**config.mk**
```make
export PLATFORM = sky130hd
export DESIGN_NAME = tbo_mul
export DESIGN_NICKNAME = d
export VERILOG_FILES = /design/src/rtl/core/tbo_mul.sv
export SDC_FILE = /design/constraint.sdc
export NUM_CORES = 2
export LEC_CHECK = 0
export BUFFER_PORTS_ARGS = -buffer_cell sky130_fd_sc_hd__clkbuf_2
export CORE_MARGIN = 4
export CORE_UTILIZATION = 60
export DETAILED_ROUTE_END_ITERATION = 8
export PLACE_DENSITY = 0.77
export SYNTH_ARGS = -nofsm -noshare
export SYNTH_HDL_FRONTEND = slang
export SYNTH_SLANG_ARGS = --single-unit
```
**constraint.sdc**
```tcl
create_clock -name clk -period 20.3 [get_ports clk]
set_clock_uncertainty 0.1 [all_clocks]
set_input_delay 2.03 -clock clk [delete_from_list [all_inputs] [get_ports clk]]
set_output_delay 2.03 -clock clk [all_outputs]
set_load 0.005 [all_outputs]
```
**src/rtl/core/tbo_mul.sv**
```systemverilog
// Two-stage signed multiplier built from two half-width partial products.
`default_nettype none
module tbo_mul #(
  parameter int AW = 34,
  parameter int BW = 34
) (
  input  logic                 clk,
  input  logic signed [AW-1:0] a,
  input  logic signed [BW-1:0] b,
  output logic signed [AW+BW-1:0] prod
);
  localparam int LW = AW / 2;
  localparam int UW = AW - LW;

  logic signed [LW+BW:0]   part_lo;
  logic signed [UW+BW-1:0] part_hi;

  always_ff @(posedge clk) begin
    part_lo <= $signed({1'b0, a[LW-1:0]}) * b;
    part_hi <= $signed(a[AW-1:LW]) * b;
    prod    <= ((AW+BW)'(part_hi) <<< LW) + (AW+BW)'(part_lo);
  end
endmodule
`default_nettype wire

```
# ---- Word-level counts from Yosys, hierarchy flattened
# Cells that the tools add are included.
dict set report word_totals {
  register_bits 171
  latch_bits 0
  ramBits 0
  mem_bits_ro 0
  input_bits 69
  output_inout_bits 68
  elab_cells 6
  n_memories 0
}
dict set report classes {
  addsub 1
  n_mul 2
  div 0
  n_lt_le_gt_ge 0
  n_eq_ne 0
  n_shift 0
  mux 0
  n_bitwise 0
  reduce_logical 0
}
# operator count
set ops {}
lappend ops {{adder 68 x 52 -> 68 bit} 1}
lappend ops {{multiplier 18 x 34 -> 52 bit} 1}
lappend ops {{multiplier 17 x 34 -> 51 bit} 1}

# ---- Logic depth before layout (Yosys ltp)
dict set report depth {
  ltp_word 1
  depth_mapped 26
  ltp_nobuf 24
}

# ---- Worst setup path before layout
# No wires, ideal clock.
dict set report synth_path {
  kind {input to register}
  start {input port a[19]}
  end {register part_hi[43]}
  setup_time_ns 0.128
  arrival_time_ns 7.820
  required_ns 20.072
  path_slack_ns 12.252
  cell_stages 23
  n_path_buf 3
  path_cell_list {clkbuf_1 -> clkbuf_1 -> nand2_1 -> fa_1 -> fa_1 -> fa_1 -> inv_1 -> fa_1 -> fa_1 -> inv_1 -> fa_1 -> inv_1 -> ha_1 -> buf_2 -> or2_1 -> a21oi_1 -> a21oi_1 -> nand3b_2 -> a311oi_2 -> o31ai_1 -> a211o_1 -> a211o_1 -> xor2_1}
}
dict set report synth_between {
  elab_chain_len 1
}
# element line
set synth_rtl {}
lappend synth_rtl {{from (decl)} 8} ;# input logic signed [AW-1:0] a,
lappend synth_rtl {{multiplier 17 x 34 -> 51 bit} 20} ;# part_hi <= $signed(a[AW-1:LW]) * b;
lappend synth_rtl {{to (signal assigned)} 20}
lappend synth_rtl {{to (decl)} 16} ;# logic signed [UW+BW-1:0] part_hi;
# No other way between the ends.

# ---- Worst setup path in the final report
dict set report layout_path {
  start {input port b[17]}
  end {register part_hi[46]}
}
dict set report layout_between {
  elab_chain_len 1
}
# element line
set layout_rtl {}
lappend layout_rtl {{from (decl)} 9} ;# input logic signed [BW-1:0] b,
lappend layout_rtl {{multiplier 17 x 34 -> 51 bit} 20}
# No other way between the ends.

==> flow_metrics.py <==
metrics = {
    "status": {
        "status": "finished clean",
    },
    "synth": {
        "yosys.area_share.adder": 0.5573,
        "synth_cell_types": 78,
        "avgSynthCellArea_um2": 8.988,
        "synth_compound_area_frac": 0.06951,
        "yosys_register_bits": 171,
        "synthCells": 5135,
        "synth_edf_count": 0,
        "yosys.area_share.simple": 0.1537,
        "yosysSeqAreaShare": 0.07417,
        "synthMuxAreaShare": 0.0002169,
        "synth_nets": 6598,
        "synth-xor-area-share": 0.02619,
        "syn-cell-area_mm2": 0.04616,
        "ys.flop_type": "dfxtp_1",
        "yosysWarningCount": 0,
        "synth_top_family_by_area": "adder cells",
        "synthArstFlopShare": 0,
    },
    "global_route": {
        "grt_pass1_vias": 37350,
        "overflow": 0,
        "grt_max_degree": 35,
        "grt_pass1_wl_um": 192500,
        "antenna_found_initial": 2,
        "groute.usage.overall": 0.2979,
    },
    "detailed_routing": {
        "drc_errors": 0,
        "dr.pass1.iters": 5,
        "viasPerCell": 5.592,
        "drt_iter0_markers": 2328,
        "wl_per_cell_um": 18.72,
        "wl_um": 114100,
        "detail-route-antenna-nets": 0,
        "wl_met1_um": 43280,
        "dr_wl_met2_um": 54600,
        "wl_met3_um": 8330,
        "dr_total_vias": 34090,
        "routed.top_layer": "met4",
    },
    "timing": {
        "finalSetupViolCount": 0,
        "layout_min_cycle_time_ps": 8908,
        "fin_crit_sh": 0.4388,
        "timing.final.hold_violations": 0,
        "rsz0062_at_grt": "no",
        "tightest_slew_ps": 1030,
        "slew_viol_final": 0,
        "max_slew_margin": 0.3134,
        "max_freq_ghz": 0.1123,
        "fin_tns_setup_ps": 0,
        "fin_ws_ps": 11390,
    },
    "cts": {
        "ctsRootBufferMaster": "clkbuf_16",
        "cts_made_buffers": 17,
        "cts_tree": "done",
        "cts_buffer_depth": 2,
        "cts_max_level": 4,
        "clkSinkCount": 171,
        "ctsHoldBuffers": 0,
        "cts_resized": 0,
        "clkLatencyLatePin_ps": 500,
        "path_clk_slew_ps": 80,
        "post_cts_buffers": 0,
    },
    "die": {
        "start_util": 0.6067,
        "die_height_um": 285.4,
        "core_area_mm2": 0.07608,
        "fp-row-count": 101,
        "fp.dieW_um": 285.4,
        "die_area_mm2": 0.08143,
        "io_pins": 137,
    },
    "hold_path": {
        "hold_class": "reg -> reg",
    },
    "layout": {
        "final_layout_size_suffix_gt1_frac": 0.04323,
        "fin_nets": 6517,
        "syn2layout_area_growth_pct": 3.774,
        "fillers": 6417,
    },
    "worst_setup_path": {
        "cp_data_required_time_ps": 20580,
        "critPathKind": "in -> reg",
        "endpoint_kind": "flip-flop",
        "critPathLaunchType": "input port",
        "cp_data_arrival_time_ps": 9190,
        "path_max_fanout": 34,
    },
    "place": {
        "gp_congestion": 0.9100,
        "pre_cts_slack_ps": 11150,
        "io_buffers": 136,
        "place_hpwl_um": 88050,
    },
    "flow_run": {
        "maxCapViolCount": 0,
    },
}
cells in the final DEF, fill, tap and decap left out, types with 11 or more instances in the layout:
cell / n
inv_1: 1207
fa_1: 1103
nand2_1: 759
and2_1: 457
ha_1: 291
dfxtp_1: 171
a21oi_1: 147
clkbuf_2: 136
nor2_1: 116
xnor2_1: 98
a21o_1: 79
o21ai_0: 77
xor2_1: 40
nand3_1: 30
nor2b_1: 25
nand4_1: 24
a211oi_1: 24
nor3_1: 20
buf_4: 19
o21a_1: 17
o211ai_1: 17
clkbuf_16: 17
o21bai_1: 15
nand2b_1: 15
a31oi_1: 15
and3_1: 11
metal layers:
metal | global-route usage | up-vias
met5 | 0 | -
met1 | 0.3769 | 17380
li1 | - | 14940
met2 | 0.4932 | 1409
met3 | 0.04325 | 362
met4 | 0.1705 | 0
logic make-up after synthesis:
family	count (synthesis)
buffers and inverters	1462
adders and majority gates	1394
xor gates and xnor gates	138
AOI/OAI and AO/OA	481
DFF	171
and+or+nand+nor	1488
muxes	1
worst paths after layout:
| kind | startpoint | to | slack (ps) | depth (start not counted) |
|---|---|---|---|---|
| hold reg to reg | part_lo[16] | prod[16] | 230 | 0 |
| setup reg to reg | part_lo[17] | prod[65] | 16850 | 12 |
| hold / removal | part_lo[16] | prod[16] | 230 | 0 |
| setup / recovery | b[17] | part_hi[46] | 11390 | 20 |
metrics by stage:
stage               cells  utilization  hold WS, ps  area (µm²)
global placement     6065       0.6218        210.5       47310
finish               6097       0.6296        226.8       47900
detailed placement   6065       0.6218        212.1       47310
floorplan            5135            -        209.6       46160
global route         6097       0.6296        232.3       47900
CTS                  6096       0.6296        227.3       47890
worst max-delay path, stage by stage:
cell and delay, ps:
clkbuf_2 710, nand2_1 220, fa_1 570, fa_1 520, fa_1 520, inv_1 60
fa_1 480, fa_1 500, inv_1 50, fa_1 480, inv_1 50, ha_1 340
a2111o_1 430, o21ai_0 440, a21oi_1 160, o311ai_0 580, nand3_1 320, a21oi_1 400
o21ai_0 160, xor2_1 160
sequential cells by signal, indices dropped and copies added, names as in the netlist:
register,cells
prod,68
part_lo,52
part_hi,51
cells in the mapped netlist, types with 40 or more instances:
master / number / area [µm²]
inv_1: 1207 / 4531
fa_1: 1103 / 22080
nand2_1: 759 / 2849
and2_1: 457 / 2859
ha_1: 291 / 3641
clkbuf_1: 252 / 945.9
dfxtp_1: 171 / 3423
a21oi_1: 147 / 735.7
nor2_1: 116 / 435.4
xnor2_1: 98 / 858.3
a21o_1: 79 / 593.1
o21ai_0: 77 / 385.4
xor2_1: 40 / 350.3
layout make-up:
class	instances	area (µm²)	share of cell area
inverter	1207	4531	0.09459
clock buffer	18	429.2	0.008960
sequential	171	3423	0.07147
timing repair buffer	155	823.3	0.01719
multi-input combinational	3502	37240	0.7775
clock inverter	13	158.9	0.003318
tap	1030	1289	0.02691
antenna	1	2.502	0.00005225
Power is not shown: default switching activity piles up to over one toggle a cycle in this logic, so the estimate is an artifact.
