[src/rtl/core/tbo_sep.sv]
// Two-stage projection interval check of three vertex projections against a radius.
`default_nettype none
module tbo_sep #(
  parameter int DW = 40
) (
  input  logic                 clk,
  input  logic signed [DW-1:0] d0,
  input  logic signed [DW-1:0] d1,
  input  logic signed [DW-1:0] d2,
  input  logic signed [DW-1:0] r,
  input  logic                 zero,
  output logic                 sep
);
  logic signed [DW-1:0] lo01, hi01;
  logic signed [DW-1:0] lo, hi, r_q, nr;
  logic                 zero_q;

  always_comb begin
    lo01 = (d1 < d0) ? d1 : d0;
    hi01 = (d1 > d0) ? d1 : d0;
  end

  always_ff @(posedge clk) begin
    lo     <= (d2 < lo01) ? d2 : lo01;
    hi     <= (d2 > hi01) ? d2 : hi01;
    r_q    <= r;
    nr     <= -r;
    zero_q <= zero;
    sep    <= !zero_q && ((lo > r_q) || (hi < nr));
  end
endmodule
`default_nettype wire

[config.mk]
export PLATFORM = sky130hd
export DESIGN_NAME = tbo_sep
export DESIGN_NICKNAME = d
export VERILOG_FILES = /design/src/rtl/core/tbo_sep.sv
export SDC_FILE = /design/constraint.sdc
export NUM_CORES = 1
export LEC_CHECK = 0
export BUFFER_PORTS_ARGS = -buffer_cell sky130_fd_sc_hd__buf_4
export CORE_ASPECT_RATIO = 1.2
export CORE_UTILIZATION = 55
export DETAILED_ROUTE_END_ITERATION = 7
export GPL_ROUTABILITY_DRIVEN = 0
export MAX_ROUTING_LAYER = met4
export PLACE_DENSITY = 0.81
export RECOVER_POWER = 25
export SLEW_MARGIN = 20
export SYNTH_ARGS = -nofsm -noshare
export SYNTH_HDL_FRONTEND = slang
export SYNTH_SLANG_ARGS = --single-unit
[constraint.sdc]
create_clock -name clk -period 9.36 [get_ports clk]
set_input_delay 1.872 -clock clk [delete_from_list [all_inputs] [get_ports clk]]
set_output_delay 1.872 -clock clk [all_outputs]
set_load 0.02 [all_outputs]
Word level (Yosys, flattened, before mapping):

Index checks and enable logic that the tools add are counted.

* add/subtract/negate cells: 1
* order comparisons: 6
* muxes and demuxes: 4
* reductions and logical operators: 3

Operator list (count)
* $mux W40: 4
* $gt A40 B40 Y1: 3
* $lt A40 B40 Y1: 3
* $neg A40 Y40: 1
* $logic_and A1 B1 Y1: 1
* $logic_not A1 Y1: 1
* $logic_or A1 B1 Y1: 1

* bits in registers: 162
* input bits: 162
* output and inout port bits: 1
* logic and storage cells: 20

Depth between registers and ports, before layout:

* word-level depth: 4
* gate-level depth with buffers: 21
* mapped depth without buffers: 18

Least setup slack after synthesis:

OpenSTA, ideal clock, no wires.

* path kind: in2reg
* start: in d0[39]
* end: reg hi[0]
* library setup time: 0.121 ns
* data arrival time: 6.949 ns
* required time: 9.239 ns
* slack: 2.290 ns
* stages: 20
* buffers on the path: 3
* cells stage by stage: inv_1 -> ha_1 -> nand4_1 -> nor4_1 -> nor4b_1 -> a21bo_2 -> and4_1 -> o21ai_1 -> buf_1 -> buf_2 -> mux2i_1 -> ha_1 -> and4_1 -> a221o_1 -> a221o_1 -> a21oi_1 -> a31oi_1 -> o21ai_1 -> buf_1 -> mux2_2

* longest elaborated chain between the ends: 4

RTL lines
* start: declaration: line 7 `input logic signed [DW-1:0] d0,`
* $gt A40 B40 Y1: line 20 `hi01 = (d1 > d0) ? d1 : d0;`
* $mux W40 *: line 20
* $gt A40 B40 Y1: line 25 `hi <= (d2 > hi01) ? d2 : hi01;`
* $mux W40 *: line 25
* end signal: assignment: line 25
* end: declaration: line 15 `logic signed [DW-1:0] lo, hi, r_q, nr;`

Mark *: on every way between the ends. The rest lies on a longest branch, timed or not.

Worst setup path after layout:

* start: in d0[39]
* end: reg hi[32]

The elaborated chain is that of the path after synthesis.

==> out/results.tsv <==
metric	value	unit
synth unique cells	57	
Final Skew	0.00801	ns
GRT Max-Usage Layer	met2	
type of origin of the critical path	input port	
Final setup viols	0	
hold path start	zero_q	
Via density	5.81	
clock-pin transition on the worst setup and hold timing paths	0.07	ns
Root Buffer	clkbuf_16	
Setup crit end kind	register	
relative slew slack	46.5	%
number of global-route vias before repair	9497	
CP max FO	17	
final net count	1661	
# DRC	0	
GRT Residual Overflow	0	
Max Root-Sink Buffers	2	
WS Path Type	input port to register	
worst reg2reg path depth	10	
Final min period	7.35	ns
largest family of logic cells by synthesized area	adder cells	
routed vias	9107	
slowest CP cell	o21ai_4	
Simple-Gate Fraction of Synth Area	11.0	%
Iter 0 DRT Violations	483	
Die Y	154	um
status	complete, no violations	
Synth Flop Type	dfxtp_1	
RSZ-0062 raised after global routing	false	
Worst R2R Setup Slack	6.54	ns
Wirelength per Cell	18.6	um
RR Endpoint	sep	
Die Wd	129	um
PwrDens	185	nW/um2
Rows	55	
Syn Area/Cell	9.44	um2
H-tree depth	4	
Initial Util	56.2	%
clk_lat worst skew	0.44	ns
first-pass GRT wire length	46000	um
fraction of registers with async set or reset after synthesis	0	%
sequential-to-total area share from yosys stat	30.3	%
Adder-Cell Fraction of Synth Area	23.4	%
final worst slack	2.01	ns
Leakage	6.58	nW
#FFs+latches synth	161	
Worst path top cell family by delay	compound AO/OA/AOI/OAI gates	
synthesized net count	1488	
Total Routing Usage GR	31.2	%
die area	19900	um2
Setup WS pre-CTS	1.62	ns
worst path bufs/invs	4	
DRT Pass-1 Iters	5	
IR drop worst, VDD	0.136	mV
routing usage on met2	54.2	%
Critical Path Most Common Cell	buf_4	
Worst-Margin Slew	0.795	ns
Final Hold Viols	0	
clk sinks	161	
I/O pin count	163	
Diodes inserted	0	
Hold Path Sink	sep	
Worst EP arrival	7.69	ns
met3 Use GR	5.05	%
CTS Hold Bufs	0	
most common cell after layout, fill and taps aside	ha_1	
Synth Area in Compound Gates	10.5	%
Routed Antenna Nets	0	
Syn. warnings	0	
Num CTS Buffers	17	
CTS tree	done	
Post-Synthesis Cells	1127	
Hold WC Path Type	register to register	
postcts setup bufs	0	
HPWL after DPL	23600	um
Post-synth EDFFs	0	
Buffers on Ports	162	
final wirelength	29200	um
Post-CTS Resized	0	
Max stage delay on crit path	0.57	ns
MaxCap Viol Count	0	
Pwr Total	2.34	mW
core area	18900	um2
layout cells sized above 1	13.6	%
reg2reg start	nr[6]	
fmax	136	MHz
crit-path cells	buf_4 -> inv_1 -> ha_1 -> nand4_1 -> nor4_1 -> nor4b_1 -> a21bo_2 -> and4_1 -> o21ai_4 -> buf_4 -> mux2i_1 -> ha_1 -> a211oi_1 -> o21ai_0 -> a31oi_1 -> nor2b_1 -> o21ai_0 -> a31oi_1 -> o21ai_4 -> buf_4 -> mux2i_1	
GRT met1 Usage	33.1	%
mapped cell area	10600	um2
initial antenna violation count	0	
Max Slew Vio Count	0	
Synth Area in XOR/XNOR	3.13	%
Tcrit/Tclk final	78.5	%
most frequent cells in the layout	199 x ha_1, 167 x inv_1, 161 x dfxtp_1	
post-synthesis mux area share	15.1	%
Hold Path Cell Cnt	1	
Syn-to-layout area delta	19.0	%
required time worst endpoint	9.70	ns
post-route setup TNS	0	ns
worst hold slack	0.627	ns
largest net degree at the start of global routing	25	
==> cell usage after synthesis, types with 3 or more instances <==
cell type / instances / share of area (%)
a211oi_1: 7 / 0.49
nor2_1: 41 / 1.4
a21oi_1: 50 / 2.4
a221o_1: 4 / 0.38
o21a_1: 6 / 0.42
a211o_1: 4 / 0.33
ha_1: 199 / 23
or4_1: 6 / 0.42
mux2i_1: 158 / 15
and2_1: 3 / 0.18
buf_1: 9 / 0.32
xor2_1: 10 / 0.82
o211ai_1: 5 / 0.35
nor2b_1: 5 / 0.29
and4_1: 5 / 0.41
nand2b_1: 5 / 0.29
nor4_1: 11 / 0.65
nand2_1: 31 / 1.1
a21o_1: 39 / 2.8
inv_1: 167 / 5.9
clkbuf_1: 5 / 0.18
nand4_1: 33 / 1.9
a221oi_1: 4 / 0.33
xnor2_1: 28 / 2.3
and3_1: 4 / 0.24
a31oi_1: 5 / 0.29
dfxtp_1: 161 / 30
or3_1: 6 / 0.35
nand3_1: 21 / 0.99
nor3_1: 28 / 1.3
o21ai_0: 31 / 1.5
buf_2: 3 / 0.14
==> final cells by class <==
cell class	count	area, um2
timing repair buffer	171	1140
sequential	161	3220
clock buffer	18	439
fill	1521	6270
tap	256	320
inverter	167	627
clock inverter	13	153
multi-input combinational	782	6750
==> kinds of logic (layout without fill, tap and decap cells) <==
logic type	Yosys count	count (layout)
flip-flops	161	161
AO/OA/AOI/OAI	172	172
XOR/XNOR	38	38
buffers and inverters	184	369
multiplexers	160	160
adder cells (fa/ha/maj)	199	199
AND/OR/NAND/NOR	213	213
==> how the worst max path moves through the flow <==
stage                      start      to  slack (ns)  cells after the start
final                     d0[39]  hi[32]        2.01                     21
after global routing      d0[39]  hi[32]        1.76                     21
after CTS                 d0[39]  hi[32]        2.07                     21
after detailed placement  d0[39]  hi[32]        1.62                     21
after global placement    d0[39]  hi[32]        1.76                     21
after floorplan           d0[39]   hi[0]        2.29                     20
==> power breakdown <==
group / internal [mW] / switching (mW)
Sequential: 0.793 / 0.0429
Clock: 0.405 / 0.308
Combinational: 0.357 / 0.430
Total: 1.55 / 0.781
==> routing by layer <==
metal | routed length [um] | vias to the layer above
li1 | - | 4371
met3 | 1670 | 107
met2 | 14500 | 371
met1 | 11400 | 4258
met5 | 0 | -
met4 | 1660 | 0
==> registers in the layout, indices dropped and copies added, names as in the netlist <==
name and cells:
zero_q 1, sep 1, hi 40, lo 40, r_q 39, nr 40
==> per-stage QoR <==
stage               std cells  util [%]  cell area, um2
floorplan                1127         -           10600
global placement         1537      64.5           12200
detailed placement       1537      64.5           12200
CTS                      1568      67.6           12800
global route             1568      66.8           12700
finish                   1568      66.8           12700
==> worst register-to-register path, stage by stage, from the launching register on <==
cell and delay, ns:
dfxtp_1 0.32, inv_1 0.04, ha_1 0.27, and3_1 0.20
a211oi_1 0.21, o21ai_0 0.11, a31oi_1 0.37, o21ai_0 0.27
or3_1 0.48, a211o_1 0.31, o311ai_0 0.12
No activity file was read; power rests on OpenSTA's default activity.
